===== src/sv/otv_pkg.sv =====
// Shared types, constants and register codes for the orbital thrust block.
package otv_pkg;

   localparam int DIR_FRAC_BITS_DEF = 15;
   localparam int CSR_IDX_W = 3;
   localparam int CSR_DATA_W = 48;

   localparam logic [CSR_IDX_W-1:0] REG_THROTTLE   = 3'd0;
   localparam logic [CSR_IDX_W-1:0] REG_MAX_THRUST = 3'd1;
   localparam logic [CSR_IDX_W-1:0] REG_ISP        = 3'd2;
   localparam logic [CSR_IDX_W-1:0] REG_MODE       = 3'd3;
   localparam logic [CSR_IDX_W-1:0] REG_CUSTOM     = 3'd4;
   localparam logic [CSR_IDX_W-1:0] REG_DRY_MASS   = 3'd5;
   localparam logic [CSR_IDX_W-1:0] REG_START_MASS = 3'd6;

   localparam logic [2:0] MODE_PRO      = 3'd0;
   localparam logic [2:0] MODE_RETRO    = 3'd1;
   localparam logic [2:0] MODE_RAD_IN   = 3'd2;
   localparam logic [2:0] MODE_RAD_OUT  = 3'd3;
   localparam logic [2:0] MODE_NORMAL   = 3'd4;
   localparam logic [2:0] MODE_ANTI     = 3'd5;

   localparam logic [16:0] FULL_THROTTLE = 17'd65536;
   localparam logic [19:0] G0_SCALED     = 20'd980665;

   typedef enum logic {
      KIND_STEP    = 1'b0,
      KIND_RESTORE = 1'b1
   } kind_type;

   typedef struct packed {
      kind_type           kind;
      logic signed [31:0] pos_x;
      logic signed [31:0] pos_y;
      logic signed [31:0] pos_z;
      logic signed [31:0] vel_x;
      logic signed [31:0] vel_y;
      logic signed [31:0] vel_z;
      logic [31:0]        step_us;
   } item_type;

   typedef struct packed {
      logic [16:0] throttle;
      logic [23:0] max_thrust;
      logic [15:0] specific_impulse;
      logic [2:0]  thrust_mode;
      logic [47:0] custom_direction;
      logic [39:0] dry_mass;
      logic [39:0] start_mass;
   } cfg_type;

   localparam cfg_type CFG_RESET = '{
      throttle:         17'd0,
      max_thrust:       24'd0,
      specific_impulse: 16'd1,
      thrust_mode:      3'd0,
      custom_direction: 48'd0,
      dry_mass:         40'd0,
      start_mass:       40'd0
   };

endpackage


===== src/sv/otv_if.sv =====


interface otv_csr_if;
   logic                               valid;
   logic                               ready;
   logic [otv_pkg::CSR_IDX_W-1:0]      index;
   logic [otv_pkg::CSR_DATA_W-1:0]     data;
   modport source (output valid, index, data, input ready);
   modport sink (input valid, index, data, output ready);
endinterface


===== src/sv/otv_csr.sv =====
// Configuration register file with throttle clear on restore.
module otv_csr (
   input  logic             clock,
   input  logic             reset,
   otv_csr_if.sink          csr_chan,
   input  logic             thr_clear,
   output otv_pkg::cfg_type cfg
);

   otv_pkg::cfg_type cfg_ff, cfg_in;

   assign csr_chan.ready = 1'b1;
   assign cfg = cfg_ff;

   always_comb begin
      cfg_in = cfg_ff;
      if (thr_clear) begin
         cfg_in.throttle = 17'd0;
      end
      if (csr_chan.valid) begin
         case (csr_chan.index)
            otv_pkg::REG_THROTTLE:   cfg_in.throttle = csr_chan.data[16:0];
            otv_pkg::REG_MAX_THRUST: cfg_in.max_thrust = csr_chan.data[23:0];
            otv_pkg::REG_ISP:        cfg_in.specific_impulse = csr_chan.data[15:0];
            otv_pkg::REG_MODE:       cfg_in.thrust_mode = csr_chan.data[2:0];
            otv_pkg::REG_CUSTOM:     cfg_in.custom_direction = csr_chan.data[47:0];
            otv_pkg::REG_DRY_MASS:   cfg_in.dry_mass = csr_chan.data[39:0];
            otv_pkg::REG_START_MASS: cfg_in.start_mass = csr_chan.data[39:0];
            default: ;
         endcase
      end
   end

   always_ff @(posedge clock) begin
      if (reset) begin
         cfg_ff <= otv_pkg::CFG_RESET;
      end else begin
         cfg_ff <= cfg_in;
      end
   end

endmodule


===== src/flat_wrapper.sv =====
// flat-port wrapper written by rule: the top's interface ports become plain ports
module otv_csr_flat 
  (clock, reset, thr_clear, cfg, csr_chan_valid, csr_chan_index, csr_chan_data, csr_chan_ready);
  otv_csr_if csr_chan_i ();
  input  logic clock;
  input  logic reset;
  input  logic thr_clear;
  output otv_pkg::cfg_type cfg;
  input wire logic [$bits(csr_chan_i.valid)-1:0] csr_chan_valid;
  input wire logic [$bits(csr_chan_i.index)-1:0] csr_chan_index;
  input wire logic [$bits(csr_chan_i.data)-1:0] csr_chan_data;
  output wire logic [$bits(csr_chan_i.ready)-1:0] csr_chan_ready;
  assign csr_chan_i.valid = csr_chan_valid;
  assign csr_chan_i.index = csr_chan_index;
  assign csr_chan_i.data = csr_chan_data;
  assign csr_chan_ready = csr_chan_i.ready;
  otv_csr u_core (.clock(clock), .reset(reset), .csr_chan(csr_chan_i), .thr_clear(thr_clear), .cfg(cfg));
endmodule

===== config.mk =====
export PLATFORM = sky130hd
export DESIGN_NAME = otv_csr_flat
export DESIGN_NICKNAME = d
export VERILOG_FILES = /design/src/sv/otv_pkg.sv /design/src/sv/otv_if.sv /design/src/sv/otv_csr.sv /design/src/flat_wrapper.sv
export SDC_FILE = /design/constraint.sdc
export NUM_CORES = 1
export LEC_CHECK = 0
export BUFFER_PORTS_ARGS = -buffer_cell sky130_fd_sc_hd__buf_2
export CAP_MARGIN = 15
export CORE_UTILIZATION = 29
export CTS_CLUSTER_SIZE = 20
export DETAILED_ROUTE_END_ITERATION = 16
export SYNTH_ARGS = -nofsm -noshare
export SYNTH_HDL_FRONTEND = slang
export SYNTH_SLANG_ARGS = --single-unit

===== constraint.sdc =====
create_clock -name clock -period 2 [get_ports clock]
set_input_delay 0.5 -clock clock [delete_from_list [all_inputs] [get_ports clock]]
set_output_delay 0.5 -clock clock [all_outputs]
set_load 0.03 [all_outputs]

==> results_dict.tcl, run 1 <==
set metrics [dict create \
    syn-instance-count 676 \
    antenna_found_initial 3 \
    track_usage_pct 15.38 \
    max_stage_delay_ns 0.36 \
    nFillCells 2515 \
    worst_setup_hold_path_clk_slew_ns 0.08 \
    grt_pass1_wl_mm 31.31 \
    finalWorstPathRequiredPeriod_ns 1.509 \
    worst_setup_path_start_kind "flop" \
    numPlacedInstances 1214 \
    nets 958 \
    hold_class "in2reg" \
    rsz0062_at_grt "no" \
    critical_path_peak_fanout 2 \
    report.final.setup_viol 0 \
    power.density_cell_area_nw_per_um2 826.6 \
    final_total_negative_setup_slack_ns 0 \
    wl_per_cell_um 16.36 \
    row_count 58 \
    antenna_left 0 \
    largest_register_ff_count 188 \
    timing.rr.start "u_core.cfg[172]$_SDFF_PP0_" \
    totalWireLength_mm 20.41 \
    final-max-slew-violation-count 0 \
    hold-worst-slack_ns 0.3292 \
    post_cts.resized_instances 0 \
    synth.yosys.seq_area_share_pct 50.01 \
    ir_worst_vdd_v 0.0006373 \
    end_kind "primary output" \
    finish.cell_count_without_fillers 1247 \
    cts_hold_buffers 0 \
    number_of_drc_violations_after_detailed_routing_iteration_0 256 \
    layout.area.seq_um2 3764 \
    clock_skew_ns 0 \
    hold_viol 0 \
    cp.buffers_inverters 1 \
    floorplan.initialDensity_pct 29.72 \
    utilization_pct 38.37 \
    place.gp.congestion 0.7459 \
    firstDrtPassIters 4 \
    floorplan.core_area_um2 25330 \
    detailedPlacementHpwl_mm 14.20 \
    timing.critical_path.required_ns 1.50 \
    timing.critical_path.from "u_core.cfg[148]$_SDFFE_PP0P_" \
    layout_common_cells "241 x buf_2, 218 x nand2b_1, 188 x mux2i_1, 188 x dfxtp_1" \
    max_root_sink_buffers 2 \
    layout_commonest_cell "buf_2" \
    cellLeakagePower_nw 5.021 \
    cts_buffers 17 \
    timing.max_cap.violations 0 \
    flow.area_growth_from_synthesis_pct 29.11 \
    run_status "finished, final reports clean" \
    floorplan.die.width_um 163.1 \
    cts-root-buf "clkbuf_16" \
    crit_path_cell_trace "buf_2" \
    multi_input_area_um2 3532 \
    syn_area_per_cell_um2 11.13 \
    critPathSlowestCell "dfxtp_1" \
    grt_pass1_vias 5427 \
    htree_levels 4 \
    yosys_register_bits 188 \
    post_cts.repair.setup_buffers 0 \
    drcViolationCount 0 \
    io_buffer_count 242 \
    min-delay-start "csr_chan_data[42]" \
    route.vias.total 5416 \
    path_class "reg2out" \
    design.die.area_um2 26600 \
    overflow 0 \
    yosysWarnings 0 \
    die_height_um 163.1 \
    timing.critical_path.arrival_ns 1.01 \
    timing.final.crit_share_pct 75.46 \
    layout-drive-gt1-share_pct 34.28 \
    cts_sink_cnt 188 \
    top_level_ports 244 \
    synth_area_um2 7526 \
    synthesized_net_count 731 \
    grt_max_degree 54 \
    cpLargestDelayFamily "flip-flops" \
    tritoncts_clock_tree "done" \
    clk-insertion-delay-late_ns 0.42 \
    achievable-frequency_ghz 0.6626 \
    vias_per_cell 4.343 \
    netlist-cell-type-count 16 \
]
==> cell families (layout without fill, tap and decap cells) <==
kind of cell | after synthesis | count (layout) | synth area share [%]
muxes | 188 | 188 | 25.00
and+or+nand+nor | 247 | 247 | 21.60
DFF | 188 | 188 | 50.01
buffers and inverters | 52 | 292 | 3.342
other | 1 | 2 | 0.04983
==> report_power, final <==
part | switching, mW | internal (mW) | total [mW] | leakage [nW]
logic | 0.440 | 0.276 | 0.716 | 3.21
registers | 0.0397 | 3.82 | 3.86 | 1.52
clock network | 1.57 | 1.89 | 3.46 | 0.294
==> stage by stage <==
stage | worst slack (ns) | instance area [µm²] | power [mW]
detailed placement | 0.2573 | 9133 | 4.674
CTS | 0.4518 | 9714 | 8.162
global route | 0.4439 | 9717 | 8.368
finish | 0.4908 | 9717 | 8.032
global placement | 0.2619 | 9133 | 4.669
floorplan | 0.3757 | 7526 | 4.415
==> path summary, 6_finish.rpt <==
check,endpoint,slack [ns],cells past startpoint
worst min register to register,u_core.cfg[123]$_SDFFE_PP0P_,0.47,2
worst min-delay path,u_core.cfg[122]$_SDFFE_PP0P_,0.33,3
worst max register to register,u_core.cfg[172]$_SDFF_PP0_,1.02,2
worst max-delay path,cfg[148],0.49,1
==> area by class of cell <==
cell class / instances / area share, %
diodes: 1 / 0.02575
clock buffers: 18 / 4.520
clock inverters: 14 / 1.468
multi-input cells: 436 / 36.35
flip-flops and latches: 188 / 38.73
well taps: 330 / 4.249
repair buffers: 260 / 14.65
==> metal layers <==
metal | up-vias | GRT usage (%) | share of wire [%]
met5 | - | 0 | 0.13
met4 | 4 | 3.398 | 0.75
met1 | 2526 | 20.42 | 48
met2 | 171 | 23.66 | 43
li1 | 2699 | - | -
met3 | 16 | 5.612 | 7.3
==> synth_stat cells <==
| cell | instances | area share, % |
|---|---|---|
| buf_6 | 1 | 0.15 |
| nor2_1 | 2 | 0.10 |
| conb_1 | 1 | 0.050 |
| clkbuf_1 | 30 | 1.5 |
| nand2b_1 | 218 | 18 |
| and4b_2 | 2 | 0.30 |
| nand4bb_1 | 3 | 0.45 |
| buf_12 | 1 | 0.27 |
| or4b_1 | 1 | 0.13 |
| and4bb_2 | 1 | 0.17 |
| or3b_2 | 17 | 2.0 |
| buf_4 | 3 | 0.30 |
| buf_2 | 17 | 1.1 |
| mux2i_1 | 188 | 25 |
| nand4b_1 | 3 | 0.35 |
| dfxtp_1 | 188 | 50 |
Power figures use the tool's default switching activity.
==> run 2: changes to the inputs <==
Clock period 2 ns to 1.25 ns, I/O delays scaled along.
==> run 2 against run 1 <==
Net effect: register-to-register slack lost 0.75 ns; clock-buffer cell count shrank 1; core utilization grew 7.9 points; sequential share of layout area shrank 4.6 points; die area is the same; non-clock buffer count grew 51; sequential power grew 61%; power grew 73%; routed wire length grew 3.1%; worst hold slack lost 0.20 ns; critical endpoint is now cfg[134]; worst setup slack lost 0.47 ns.
==> results_dict.tcl, run 2 (same netlist as run 1, synthesis figures left out) <==
set metrics [dict create \
    cts_buffers 17 \
    cts_sink_cnt 188 \
    grt_pass1_wl_mm 32.50 \
    layout_common_cells "218 x nand2b_1, 188 x mux2i_1, 188 x buf_6, 188 x dfxtp_2, 54 x buf_4" \
    timing.rr.start "u_core.cfg[187]$_SDFF_PP0_" \
    detailedPlacementHpwl_mm 14.41 \
    io_buffer_count 242 \
    overflow 0 \
    preCtsSetupSlack_ns -0.2305 \
    max_stage_delay_ns 0.35 \
    max_root_sink_buffers 2 \
    worstReg2RegEnd "u_core.cfg[187]$_SDFF_PP0_" \
    critPathSlowestCell "dfxtp_2" \
    firstDrtPassIters 4 \
    wl_per_cell_um 16.24 \
    floorplan.die.width_um 163.1 \
    multi_input_area_um2 3536 \
    layout-drive-gt1-share_pct 57.20 \
    clock_skew_ns 0 \
    drcViolationCount 0 \
    largest_register_ff_count 188 \
    run_status "finished, final reports clean" \
    n_antenna_cell 0 \
    layout_commonest_cell "nand2b_1" \
    tritoncts_clock_tree "done" \
    antenna_found_initial 2 \
    layout.area.seq_um2 3999 \
    finalWorstPathRequiredPeriod_ns 1.227 \
    report.final.setup_viol 0 \
    number_of_drc_violations_after_detailed_routing_iteration_0 216 \
    power_mw 13.92 \
    cellLeakagePower_nw 5.578 \
    timing.critical_path.arrival_ns 0.91 \
    path_class "reg2out" \
    end_kind "primary output" \
    design.die.area_um2 26600 \
    timing.critical_path.required_ns 0.94 \
    flow.area_growth_from_synthesis_pct 55.69 \
    floorplan.initialDensity_pct 29.72 \
    hold-worst-slack_ns 0.1324 \
    reg2regPathDepth 2 \
    final-max-slew-violation-count 0 \
    min-delay-start "csr_chan_data[42]" \
    hold_class "in2reg" \
    critical_path_peak_fanout 2 \
    totalWireLength_mm 21.04 \
    nets 1009 \
    postLayoutCellArea_um2 11720 \
    timing.max_cap.violations 0 \
    cp.buffers_inverters 1 \
    ir_worst_vdd_v 0.0009087 \
    clk-insertion-delay-late_ns 0.42 \
    antenna_left 0 \
    route.vias.total 5688 \
    rrSetupSlack_ns 0.27 \
    crit_path_cell_trace "buf_6" \
    vias_per_cell 4.392 \
    cts_hold_buffers 0 \
    rsz0062_at_grt "yes" \
    finish.cell_count_without_fillers 1295 \
    grt_max_degree 37 \
    row_count 58 \
    placed_cell_area_um2 9464 \
    achievable-frequency_ghz 0.8151 \
    place.gp.congestion 0.7551 \
    die_height_um 163.1 \
    worst_setup_hold_path_clk_slew_ns 0.07 \
    hold_viol 0 \
    track_usage_pct 15.87 \
    cts-root-buf "clkbuf_16" \
    floorplan.core_area_um2 25330 \
    worst_setup_path_start_kind "flop" \
    timing.final.crit_share_pct 98.14 \
    timing.final.ws_setup_ns 0.02321 \
    worst_hold_path.endpoint "u_core.cfg[122]$_SDFFE_PP0P_" \
    nFillCells 2407 \
    power.density_cell_area_nw_per_um2 1188 \
    top_level_ports 244 \
    timing.hold.worst_path_depth 3 \
    htree_levels 4 \
    grt_pass1_vias 5697 \
    cpLargestDelayFamily "flip-flops" \
    numPlacedInstances 1241 \
]
-- run 2: changes by cell type in the layout (fill, tap and decap cells not counted), moves of 2 or more --
cell,delta
bufinv_16,+4
buf_6,+188
clkinv_4,-2
buf_2,-188
buf_12,+10
buf_4,+41
dfxtp_2,+188
clkinv_2,-4
dfxtp_1,-188
-- run 2: repair_timing --
item                                    in CTS  in global routing
hold endpoints to repair                     0                  0
gates resized for setup                    486                 78
endpoints found under the setup margin     188                115
buffers inserted                             0                 24
-- run 2: stage by stage --
stage                     utilization (%)   TNS [ns]
final                               46.27          0
after global routing                46.27    -0.1974
after CTS                           44.96  -0.009423
after detailed placement            37.37     -21.17
after global placement              37.37     -18.26
after floorplan                         -     -1.300
-- run 2: how the worst max path moves through the flow --
stage,from,slack (ns),endpoint,cells after the start
floorplan,csr_chan_valid,-0.13,u_core.cfg[178]$_SDFF_PP0_,5
global placement,csr_chan_index[1],-0.22,u_core.cfg[176]$_SDFF_PP0_,4
detailed placement,csr_chan_index[1],-0.23,u_core.cfg[176]$_SDFF_PP0_,4
CTS,u_core.cfg[134]$_SDFFE_PP0P_,-0.009,cfg[134],1
global route,u_core.cfg[77]$_SDFFE_PP0P_,-0.01,cfg[77],1
finish,u_core.cfg[134]$_SDFFE_PP0P_,0.02,cfg[134],1
-- run 2: tightest hold or removal path, delay by kind of cell --
family                 cells  cell delay [ns]
buffers and inverters      1             0.10
muxes                      1             0.06
and+or+nand+nor            1             0.05
-- run 2: area by class of cell --
cell class / count / share of cell area, %
Clock buffer: 17 / 3.631
Timing Repair Buffer: 311 / 26.52
Sequential cell: 188 / 34.13
Multi-Input combinational cell: 436 / 30.18
Clock inverter: 13 / 2.018
Tap cell: 330 / 3.524
-- run 2: power by group --
part / total (mW) / switching [mW] / internal, mW
logic: 1.42 / 0.730 / 0.689
clock network: 6.27 / 2.50 / 3.77
registers: 6.23 / 0.0931 / 6.14
total: 13.9 / 3.32 / 10.6
-- run 2: per-layer routing --
layer	track usage, %	share of wire (%)	wire length, µm
met5	0	0.062	13
met1	19.83	45	9500
met2	25.80	47	9789
met4	3.781	0.90	189
met3	5.815	7.3	1542
