## src/sv/otv_pkg.sv

```systemverilog
// Shared types, constants and register codes for the orbital thrust block.
package otv_pkg;

   localparam int DIR_FRAC_BITS_DEF = 15;
   localparam int CSR_IDX_W = 3;
   localparam int CSR_DATA_W = 48;

   localparam logic [CSR_IDX_W-1:0] REG_THROTTLE   = 3'd0;
   localparam logic [CSR_IDX_W-1:0] REG_MAX_THRUST = 3'd1;
   localparam logic [CSR_IDX_W-1:0] REG_ISP        = 3'd2;
   localparam logic [CSR_IDX_W-1:0] REG_MODE       = 3'd3;
   localparam logic [CSR_IDX_W-1:0] REG_CUSTOM     = 3'd4;
   localparam logic [CSR_IDX_W-1:0] REG_DRY_MASS   = 3'd5;
   localparam logic [CSR_IDX_W-1:0] REG_START_MASS = 3'd6;

   localparam logic [2:0] MODE_PRO      = 3'd0;
   localparam logic [2:0] MODE_RETRO    = 3'd1;
   localparam logic [2:0] MODE_RAD_IN   = 3'd2;
   localparam logic [2:0] MODE_RAD_OUT  = 3'd3;
   localparam logic [2:0] MODE_NORMAL   = 3'd4;
   localparam logic [2:0] MODE_ANTI     = 3'd5;

   localparam logic [16:0] FULL_THROTTLE = 17'd65536;
   localparam logic [19:0] G0_SCALED     = 20'd980665;

   typedef enum logic {
      KIND_STEP    = 1'b0,
      KIND_RESTORE = 1'b1
   } kind_type;

   typedef struct packed {
      kind_type           kind;
      logic signed [31:0] pos_x;
      logic signed [31:0] pos_y;
      logic signed [31:0] pos_z;
      logic signed [31:0] vel_x;
      logic signed [31:0] vel_y;
      logic signed [31:0] vel_z;
      logic [31:0]        step_us;
   } item_type;

   typedef struct packed {
      logic [16:0] throttle;
      logic [23:0] max_thrust;
      logic [15:0] specific_impulse;
      logic [2:0]  thrust_mode;
      logic [47:0] custom_direction;
      logic [39:0] dry_mass;
      logic [39:0] start_mass;
   } cfg_type;

   localparam cfg_type CFG_RESET = '{
      throttle:         17'd0,
      max_thrust:       24'd0,
      specific_impulse: 16'd1,
      thrust_mode:      3'd0,
      custom_direction: 48'd0,
      dry_mass:         40'd0,
      start_mass:       40'd0
   };

endpackage

```

## src/sv/otv_if.sv

```systemverilog
// Channel interfaces: step items in, results out, register writes.
interface otv_req_if;
   logic               valid;
   logic               ready;
   logic               func;
   logic signed [31:0] pos_x;
   logic signed [31:0] pos_y;
   logic signed [31:0] pos_z;
   logic signed [31:0] vel_x;
   logic signed [31:0] vel_y;
   logic signed [31:0] vel_z;
   logic [31:0]        step_us;
   modport source (output valid, func, pos_x, pos_y, pos_z, vel_x, vel_y, vel_z, step_us,
                   input ready);
   modport sink (input valid, func, pos_x, pos_y, pos_z, vel_x, vel_y, vel_z, step_us,
                 output ready);
endinterface


```

## src/sv/otv_front.sv

```systemverilog
// Front end: accept and classify items into a two-entry queue.
module otv_front (
   input  logic              clock,
   input  logic              reset,
   otv_req_if.sink           req_chan,
   output otv_pkg::item_type item,
   output logic              item_valid,
   input  logic              item_pop
);

   otv_pkg::item_type slot_ff [2];
   otv_pkg::item_type entry;
   logic [1:0] count_ff, count_in;
   logic       wr_ptr_ff, wr_ptr_in;
   logic       rd_ptr_ff, rd_ptr_in;
   logic       push;
   logic       pop;

   assign req_chan.ready = (count_ff != 2'd2);
   assign push = req_chan.valid && req_chan.ready;
   assign item_valid = (count_ff != 2'd0);
   assign pop = item_pop && item_valid;
   assign item = slot_ff[rd_ptr_ff];

   always_comb begin
      entry.kind = req_chan.func ? otv_pkg::KIND_RESTORE : otv_pkg::KIND_STEP;
      entry.pos_x = req_chan.pos_x;
      entry.pos_y = req_chan.pos_y;
      entry.pos_z = req_chan.pos_z;
      entry.vel_x = req_chan.vel_x;
      entry.vel_y = req_chan.vel_y;
      entry.vel_z = req_chan.vel_z;
      entry.step_us = req_chan.step_us;
      wr_ptr_in = push ? ~wr_ptr_ff : wr_ptr_ff;
      rd_ptr_in = pop ? ~rd_ptr_ff : rd_ptr_ff;
      count_in = count_ff + {1'b0, push} - {1'b0, pop};
   end

   always_ff @(posedge clock) begin
      if (push) begin
         slot_ff[wr_ptr_ff] <= entry;
      end
   end

   always_ff @(posedge clock) begin
      if (reset) begin
         count_ff <= 2'd0;
         wr_ptr_ff <= 1'b0;
         rd_ptr_ff <= 1'b0;
      end else begin
         count_ff <= count_in;
         wr_ptr_ff <= wr_ptr_in;
         rd_ptr_ff <= rd_ptr_in;
      end
   end

endmodule

```

## src/flat_wrapper.sv

```systemverilog
// flat-port wrapper written by rule: the top's interface ports become plain ports
module otv_front_flat 
  (clock, reset, item, item_valid, item_pop, req_chan_valid, req_chan_func, req_chan_pos_x, req_chan_pos_y, req_chan_pos_z, req_chan_vel_x, req_chan_vel_y, req_chan_vel_z, req_chan_step_us, req_chan_ready);
  otv_req_if req_chan_i ();
  input  logic clock;
  input  logic reset;
  output otv_pkg::item_type item;
  output logic item_valid;
  input  logic item_pop;
  input wire logic [$bits(req_chan_i.valid)-1:0] req_chan_valid;
  input wire logic [$bits(req_chan_i.func)-1:0] req_chan_func;
  input wire logic [$bits(req_chan_i.pos_x)-1:0] req_chan_pos_x;
  input wire logic [$bits(req_chan_i.pos_y)-1:0] req_chan_pos_y;
  input wire logic [$bits(req_chan_i.pos_z)-1:0] req_chan_pos_z;
  input wire logic [$bits(req_chan_i.vel_x)-1:0] req_chan_vel_x;
  input wire logic [$bits(req_chan_i.vel_y)-1:0] req_chan_vel_y;
  input wire logic [$bits(req_chan_i.vel_z)-1:0] req_chan_vel_z;
  input wire logic [$bits(req_chan_i.step_us)-1:0] req_chan_step_us;
  output wire logic [$bits(req_chan_i.ready)-1:0] req_chan_ready;
  assign req_chan_i.valid = req_chan_valid;
  assign req_chan_i.func = req_chan_func;
  assign req_chan_i.pos_x = req_chan_pos_x;
  assign req_chan_i.pos_y = req_chan_pos_y;
  assign req_chan_i.pos_z = req_chan_pos_z;
  assign req_chan_i.vel_x = req_chan_vel_x;
  assign req_chan_i.vel_y = req_chan_vel_y;
  assign req_chan_i.vel_z = req_chan_vel_z;
  assign req_chan_i.step_us = req_chan_step_us;
  assign req_chan_ready = req_chan_i.ready;
  otv_front u_core (.clock(clock), .reset(reset), .req_chan(req_chan_i), .item(item), .item_valid(item_valid), .item_pop(item_pop));
endmodule
```

## config.mk

```make
export PLATFORM = sky130hd
export DESIGN_NAME = otv_front_flat
export DESIGN_NICKNAME = d
export VERILOG_FILES = /design/src/sv/otv_pkg.sv /design/src/sv/otv_if.sv /design/src/sv/otv_front.sv /design/src/flat_wrapper.sv
export SDC_FILE = /design/constraint.sdc
export NUM_CORES = 1
export LEC_CHECK = 0
export ABC_AREA = 1
export BUFFER_PORTS_ARGS = -buffer_cell sky130_fd_sc_hd__buf_2
export CAP_MARGIN = 20
export CELL_PAD_IN_SITES_DETAIL_PLACEMENT = 0
export CELL_PAD_IN_SITES_GLOBAL_PLACEMENT = 2
export CORE_MARGIN = 2
export CORE_UTILIZATION = 39
export CTS_CLUSTER_DIAMETER = 100
export DETAILED_ROUTE_END_ITERATION = 16
export MAX_ROUTING_LAYER = met4
export PLACE_DENSITY = 0.85
export SLEW_MARGIN = 40
export SYNTH_ARGS = -nofsm -noshare
export SYNTH_HDL_FRONTEND = slang
export SYNTH_SLANG_ARGS = --single-unit
```

## constraint.sdc

```tcl
create_clock -name clock -period 14.2 [get_ports clock]
set_input_delay 0.71 -clock clock [delete_from_list [all_inputs] [get_ports clock]]
set_output_delay 0.71 -clock clock [all_outputs]
set_load 0.03 [all_outputs]
```

==> results of run 1 <==
## power groups by stage
stage	combinational, mW	clock (mW)	sequential, mW
floorplan	0.949	0	1.85
global placement	1.23	0	1.82
detailed placement	1.27	0	1.80
CTS	1.27	1.21	1.78
global route	1.32	1.25	1.79
finish	1.25	1.17	1.77
## per-layer routing
metal	track usage, %	share of wire [%]	vias up
met5	-	0	-
met4	6.753	2.9	0
met3	4.350	7.6	56
met2	24.37	49	319
met1	17.83	40	4146
li1	-	-	3932
## logic make-up after synthesis
kind of cell | Yosys count
flip-flops | 455
multiplexers | 225
buffers and inverters | 35
AND/OR/NAND/NOR | 20
AO/OA/AOI/OAI | 2
adder cells (fa/ha/maj) | 2
## how the worst max path moves through the flow
stage               cells after the start      startpoint                endpoint  slack, ns
floorplan                               2  req_chan_valid    u_core.slot_ff[0][0]       3.27
global placement                        4            flop               item[166]      10.02
detailed placement                      6  req_chan_valid  u_core.slot_ff[0][115]      10.76
CTS                                     4            flop               item[169]      10.31
global route                            4            flop               item[163]      10.21
finish                                  4            flop               item[169]      10.39
## per-stage QoR
stage / cells / hold slack, ns / setup slack [ns] / utilization [%] / area [sq um]
2_1_floorplan: 739 / 0.4675 / 3.274 / - / 17100
3_3_place_gp: 1762 / 0.4852 / 10.02 / 46.21 / 19950
3_5_place_dp: 1766 / 0.4953 / 10.76 / 46.44 / 20050
4_1_cts: 1850 / 0.2782 / 10.31 / 49.85 / 21520
5_1_grt: 1863 / 0.3024 / 10.21 / 49.94 / 21560
6_report: 1865 / 0.3222 / 10.39 / 49.95 / 21570
## synth_stat cells
master    instances
mux2_4          150
edfxtp_1        450
dfxtp_1           5
buf_6            18
ha_1              2
buf_2             7
mux2_2           75
nand2_1           8
a21oi_1           2
nand3_1           3
inv_1            10
nor2_1            9
## registers in the layout (all words and copies together) (netlist names), named ones only
register and flops:
u_core.slot_ff 450, u_core.count_ff 2, u_core.wr_ptr_ff 1, u_core.rd_ptr_ff 1
## placed cells by master, fill, tap and decap left out
| cell type | n |
|---|---|
| buf_16 | 1 |
| buf_12 | 2 |
| clkinv_2 | 8 |
| bufinv_16 | 3 |
| inv_8 | 1 |
| buf_4 | 2 |
| nor2_4 | 1 |
| edfxtp_1 | 450 |
| clkbuf_1 | 7 |
| buf_6 | 6 |
| mux2_2 | 75 |
| nor2_1 | 8 |
| a21oi_1 | 2 |
| clkinvlp_4 | 2 |
| clkinv_4 | 3 |
| clkbuf_16 | 49 |
| buf_8 | 1 |
| mux2_4 | 150 |
| buf_2 | 455 |
| diode_2 | 15 |
| inv_1 | 9 |
| inv_6 | 1 |
| dfxtp_1 | 4 |
| nand2_1 | 8 |
| clkinv_1 | 11 |
| ha_1 | 2 |
| nand3_1 | 3 |
| dfxtp_4 | 1 |
## layout make-up
cell class	count	area, sq um	share of cell area, %
Antenna cell	15	37.54	0.1741
Multi-Input combinational cell	249	3218	14.92
Timing Repair Buffer	467	2442	11.33
Inverter	10	45.04	0.2089
Tap cell	585	732.0	3.394
Clock buffer	56	1252	5.808
Clock inverter	28	221.5	1.027
Sequential cell	455	13620	63.14
==> run metrics, run 1 <==
Peak VDD IR 0.1092 mV; clock root buffer clkbuf_16; CTS Hold Bufs 0; Yosys cell types 12; Routed Antenna Nets 0; Worst Hold Endpoint u_core.count_ff[0]; Clock Pin Slew Worst Setup and Hold Paths around 0.06 ns; Pre-antenna DRT Iters 4; Synth area leader edfxtp_1; postcts setup bufs 0; Rel. slew slack 45.51%; share of power burned in combinational logic between 20% and 30%; clk_lat worst skew about 0.56 ns; Synth Area in Compound Gates less than 1%; adder-cell share of the synthesized area less than 1%; Vias per Instance between 4 and 5; Psw between 1 and 1.5 mW; clk sinks between 400 and 500; Worst-Margin Slew 0.8173 ns; Mapped Area 0.01710 sq mm; r2r endpoint u_core.slot_ff[0][115]; Synth Net Count 970; nets around 1.5k; global router's overall resource usage between 10% and 20%; XOR/XNOR Fraction of Synth Area 0%; Setup Skew 0.009655 ns; fillers between 3k and 4k; Synth Area per Inst ~23 sq um; startpoint types flop; grt total ovfl 0; routed wire length 35,420 um; critical path type reg -> out; Worst path max stage delay 0.67 ns; Min-Delay Path Class in -> reg; LEAKAGE 8.297 nW; vias in the first global route 8,674; Yosys reg bits 455; Slew Viols, Final 0; Post-DP HPWL 24,030 um; largest net degree at the start of global routing 96; sequential-to-total area share from yosys stat 79.61%; Flop pwr share 42.3%; cells after synthesis around 740; total power roughly 4.2 mW; initial antenna violation count 13; switching share of power a little under a third; Area contributors post-synth edfxtp_1, mux2_4, mux2_2, buf_6, dfxtp_1; Max clock buf depth 3; die height 213.4 um; worst reg2reg path startpoint u_core.count_ff[0]; flop-to-flop setup slack about 12 ns; Buffers on Ports 455; worst-case reg-to-reg path depth 7; H-tree Lvls 2; cts bufs inserted 47; Die Span X around 210 um; internal power ~2.9 mW; share of cells above drive strength 1 60.16%; largest family of logic cells by synthesized area multiplexers; DR vias around 8.5k; run status completed; CP Buf/Inv Count 3; Worst Hold Depth 2; worst path cell trace buf_6 -> buf_4 -> mux2_4 -> buf_2; cts repair resizes 0; Die Area about 0.046 sq mm; final hold vios 0; worst path arrival time between 3 and 4 ns; Row Count 76; max_cap viols 0; DRC 0; GP Congestion 0.7729; RSZ-0062 raised after global routing no; fmax about 0.26 GHz; crit path max fanout between 60 and 70; Initial DRC Count 339; nature of the critical path endpoint output port; Final min period 3.807 ns; clock network power share ~28%; top cell type's share of synthesized area between 70% and 80%; I/O pin count 456; Final TNS setup 0 ns; Pwr Density just under 200 mW/mm^2; Ys Warns 0; Core ar. approximately 0.043 sq mm; Hold Startpoint reset; proportion of synthesized area in mux cells between 10% and 20%; CP required 13.49 ns; Starting Density about two fifths; Synth Area in Simple Gates less than 1%; first-pass GRT wire length 49,900 um; critical path's slowest cell buf_6; TritonCTS clock tree built; delay-heaviest family, CP buffers and inverters; final setup fails 0; Area growth syn-to-layout 26.12%; Final Cycle Share 26.81%; Routed wire per std cell around 19 um
No activity file was read; power rests on OpenSTA's default activity.
==> inputs of run 2 (changes only) <==
- clock period: 14.2 -> 3.7 ns (I/O delays scaled with it)
==> run metrics, run 2 (synthesized netlist as in run 1, its figures left out) <==
run status completed; Die Span X about 210 um; grt total ovfl 0; DP Worst Slack ~1.7 ns; Slew Viols, Final 0; final hold vios 0; worst path arrival time 2.41 ns; Max clock buf depth 3; die height roughly 210 um; Buffers on Ports 455; Area growth syn-to-layout 40.72%; share of cells above drive strength 1 between 50% and 60%; global router's overall resource usage between 10% and 20%; LEAKAGE approximately 9.4 nW; fmax around 0.39 GHz; most frequent cells in the layout buf_2, edfxtp_1, dlygate4sd3_1, mux2_4, mux2_2; largest registers u_core.slot_ff: 450 flops, u_core.count_ff: 2 flops; final core occ between 50% and 60%; vias in the first global route 10.19k; startpoint types flop; max reg flops 450; largest net degree at the start of global routing 67; Peak VDD IR 0.5435 mV; Starting Density about two fifths; TritonCTS clock tree built; Routed wire per std cell about 19 um; Final min period ~2.6 ns; nets ~1.7k; RSZ-0062 raised after global routing no; Pwr Density ~690 mW/mm^2; clk sinks between 400 and 500; Post-DP HPWL approximately 26,000 um; H-tree Lvls 2; flop-to-flop setup slack 1.72 ns; first-pass GRT wire length about 57,000 um; Reg area approximately 0.014 sq mm; I/O pin count 456; Core ar. roughly 0.043 sq mm; multi-input combinational cell area 0.003246 sq mm; cts repair resizes 0; routed wire length between 30,000 and 40,000 um; Row Count 76; Initial DRC Count between 400 and 500; DR vias between 9k and 10k; Worst-Margin Slew ~0.68 ns; nature of the critical path endpoint output port; DRC 0; Pre-antenna DRT Iters 4; cts bufs inserted between 40 and 50; clock root buffer clkbuf_16; postcts setup bufs 0; crit path max fanout 32; Setup Skew 0.01463 ns; Clock Pin Slew Worst Setup and Hold Paths 0.06 ns; initial antenna violation count 0; Routed Antenna Nets 0; Rel. slew slack about 54%; clk_lat worst skew roughly 0.57 ns; max_cap viols 0; fillers between 3k and 4k; CTS Hold Bufs between 200 and 250; Min-Delay Path Class in -> reg; largest register by flop count u_core.slot_ff; Die Area approximately 0.046 sq mm; CP required 3.51 ns; final setup fails 0; critical path type reg -> out; GP Congestion ~0.78; Final Cycle Share ~70%; most common cell after layout, fill and taps aside buf_2; slack of the critical path approximately 1.1 ns; Vias per Instance approximately 4.6
## run 2: changes by cell type in the layout (fill, tap and decap cells not counted), sizes merged
cell	before	now
clkbuf	56	58
buf	467	481
clkinv	22	20
diode	15	1
inv	11	10
bufinv	3	6
dlygate4sd3	0	228
## run 2: cell type report
class                      instances  share of cell area, %
sequential                       455                  56.60
timing repair buffer             709                  20.26
multi-input combinational        249                  13.49
clock buffer                      58                  5.236
tap                              585                  3.042
clock inverter                    28                  1.191
inverter                          10                 0.1716
antenna                            1                0.01040
## run 2: layer usage
layer / track usage [%] / up-vias / routed length, um
met5: - / - / 0
met4: 6.154 / 0 / 1015
met3: 4.189 / 64 / 2618
met2: 29.56 / 339 / 20410
met1: 19.40 / 4745 / 15320
li1: - / 4402 / -
## run 2: worst paths after layout
check | cells past startpoint | from | endpoint
hold / removal | 3 | reset | u_core.count_ff[0]
setup / recovery | 4 | flop | item[3]
setup reg to reg | 5 | u_core.count_ff[0] | u_core.slot_ff[1][85]
hold reg to reg | 2 | u_core.rd_ptr_ff | flop
## run 2: critical path, stage by stage, from the launching register on
cell and delay [ns]:
dfxtp_4 0.58, buf_12 0.28, buf_4 0.39, mux2_2 0.37, buf_2 0.18
## run 2: stage by stage
step           instance area [sq um]  instances  total power, mW  setup TNS, ns  hold slack (ns)
3_5_place_dp                   20230       1780            11.95              0           0.3657
2_1_floorplan                  17140        739            10.58        -281.93           0.2488
3_3_place_gp                   20180       1778            11.84              0           0.3510
6_report                       24060       2095            16.70              0           0.3386
4_1_cts                        24060       2094            16.88              0           0.2957
5_1_grt                        24060       2094            17.36              0           0.3198
## run 2: power by group
part	switching (mW)	internal, mW	total (mW)
logic	3.19	1.99	5.18
registers	0.218	6.59	6.81
clock network	1.88	2.83	4.71
total	5.29	11.4	16.7
==> inputs of run 3 (changes only) <==
- CORE_UTILIZATION: 39 -> 35
- PLACE_DENSITY: 0.85 -> 0.81
- clock period: 3.7 -> 2.3 ns (I/O delays scaled with it)
==> run metrics, run 3 (synthesized netlist as in run 1, its figures left out) <==
run status completed; fillers between 3k and 4k; grt total ovfl 0; Row Count 80; Rel. slew slack 61.36%; cell total after placement between 1.5k and 2k; final setup fails 0; Worst-Margin Slew around 0.58 ns; Starting Density approximately 36%; cts bufs inserted 47; Setup Skew roughly 0.015 ns; Min-Delay Path Class in -> reg; most frequent cells in the layout buf_2, edfxtp_1, dlygate4sd3_1, mux2_4, mux2_2; Final Cycle Share a little over nine tenths; Core ar. approximately 0.048 sq mm; largest registers u_core.slot_ff: 450 flops, u_core.count_ff: 2 flops; GP Congestion about 0.75; H-tree Lvls 2; Buffers on Ports approximately 460; largest register by flop count u_core.slot_ff; final instance area 0.02406 sq mm; worst path arrival time approximately 2.1 ns; TritonCTS clock tree built; nets roughly 1.7k; crit path max fanout 23; vias in the first global route between 10k and 15k; max reg flops 450; global router's overall resource usage about 15%; first-pass GRT wire length around 56,000 um; fmax ~0.45 GHz; Die Span X between 200 and 250 um; Slew Viols, Final 0; critical path type reg -> out; max_cap viols 0; RSZ-0062 raised after global routing yes; delay-heaviest family, CP buffers and inverters; critical path's slowest cell dfxtp_4; Worst path max stage delay roughly 0.48 ns; clock root buffer clkbuf_16; DR vias 9,489; Pre-antenna DRT Iters 5; Post-DP Area 0.02036 sq mm; Routed wire per std cell ~18 um; Pwr Density about 1100 mW/mm^2; nature of the critical path endpoint output port; Vias per Instance ~4.4; Die Area 0.05064 sq mm; Final min period 2.226 ns; I/O pin count ~460; worst path cell trace buf_12 -> buf_4 -> mux2_2 -> buf_2; die height ~230 um; Post-DP HPWL about 25,000 um; Area growth syn-to-layout 40.73%; CP Buf/Inv Count 3; final hold vios 0; postcts setup bufs 0; clk_lat worst skew between 0.5 and 0.6 ns; startpoint types flop; most common cell after layout, fill and taps aside buf_2; routed wire length approximately 38,000 um; clk sinks roughly 460; Routed Antenna Nets 0; final non-filler cell total about 2.1k; LEAKAGE ~9.4 nW; share of cells above drive strength 1 about half; Peak VDD IR 0.6994 mV; Max clock buf depth 3; Clock Pin Slew Worst Setup and Hold Paths 0.06 ns; largest net degree at the start of global routing 96; initial antenna violation count 2; Initial DRC Count between 400 and 500; DRC 0; CP required 2.18 ns
[run 3: changes by cell type in the layout (fill, tap and decap cells not counted), sizes merged]
cell	delta
bufinv	-5
diode	+1
inv	+1
buf	+10
clkbuf	+1
[run 3: what timing repair did]
action                                  CTS  global route
hold endpoints to repair                455             0
hold buffers                            228             0
endpoints found under the setup margin    0            17
resized for setup                         0             2
[run 3: final cells by class]
| type | count | area (sq um) | share of cell area, % |
|---|---|---|---|
| antenna | 2 | 5.005 | 0.02080 |
| clock buffer | 59 | 1264 | 5.252 |
| sequential | 455 | 13620 | 56.60 |
| inverter | 10 | 41.29 | 0.1716 |
| tap | 615 | 769.5 | 3.198 |
| timing repair buffer | 719 | 4979 | 20.69 |
| clock inverter | 24 | 140.1 | 0.5824 |
| multi-input combinational | 249 | 3246 | 13.49 |
[run 3: worst paths after layout]
path | slack (ns) | from | endpoint | depth (start not counted)
max | 0.07 | flop | item[27] | 4
min | 0.28 | reset | u_core.count_ff[0] | 3
max reg2reg | 0.59 | u_core.count_ff[0] | u_core.slot_ff[0][60] | 6
min reg2reg | 0.50 | u_core.rd_ptr_ff | u_core.rd_ptr_ff | 2
[run 3: worst reg2reg max path, cell delays in order, from the launching register on]
cell     delay (ns)
dfxtp_2        0.33
inv_2          0.05
nand2_4        0.10
nand2_4        0.07
nor2_4         0.17
buf_12         0.29
buf_4          0.36
[run 3: where the power goes]
| part | switching [mW] | leakage (nW) | internal [mW] |
|---|---|---|---|
| clock network | 2.98 | 0.682 | 3.98 |
| registers | 0.315 | 4.24 | 10.6 |
| logic | 5.13 | 4.43 | 3.28 |
[run 3: layer usage]
layer / up-vias / wire, um / GRT usage (%)
li1: 4427 / - / -
met1: 4646 / 15060 / 16.83
met2: 336 / 19490 / 25.81
met3: 80 / 2126 / 3.286
met4: 0 / 1321 / 6.088
met5: - / 0 / -
[run 3: through the flow]
| stage | total power [mW] | hold slack, ns | TNS, ns | setup WS (ns) | util (%) |
|---|---|---|---|---|---|
| after floorplan | 17.03 | 0.1788 | -911.93 | -2.028 | - |
| after global placement | 19.12 | 0.2831 | 0 | 0.6164 | 42.47 |
| after detailed placement | 19.24 | 0.2893 | 0 | 0.5846 | 42.47 |
| after CTS | 26.57 | 0.2273 | 0 | 0.005089 | 50.15 |
| after global routing | 27.33 | 0.2562 | -0.05809 | -0.01087 | 50.19 |
| final | 26.28 | 0.2761 | 0 | 0.07372 | 50.19 |
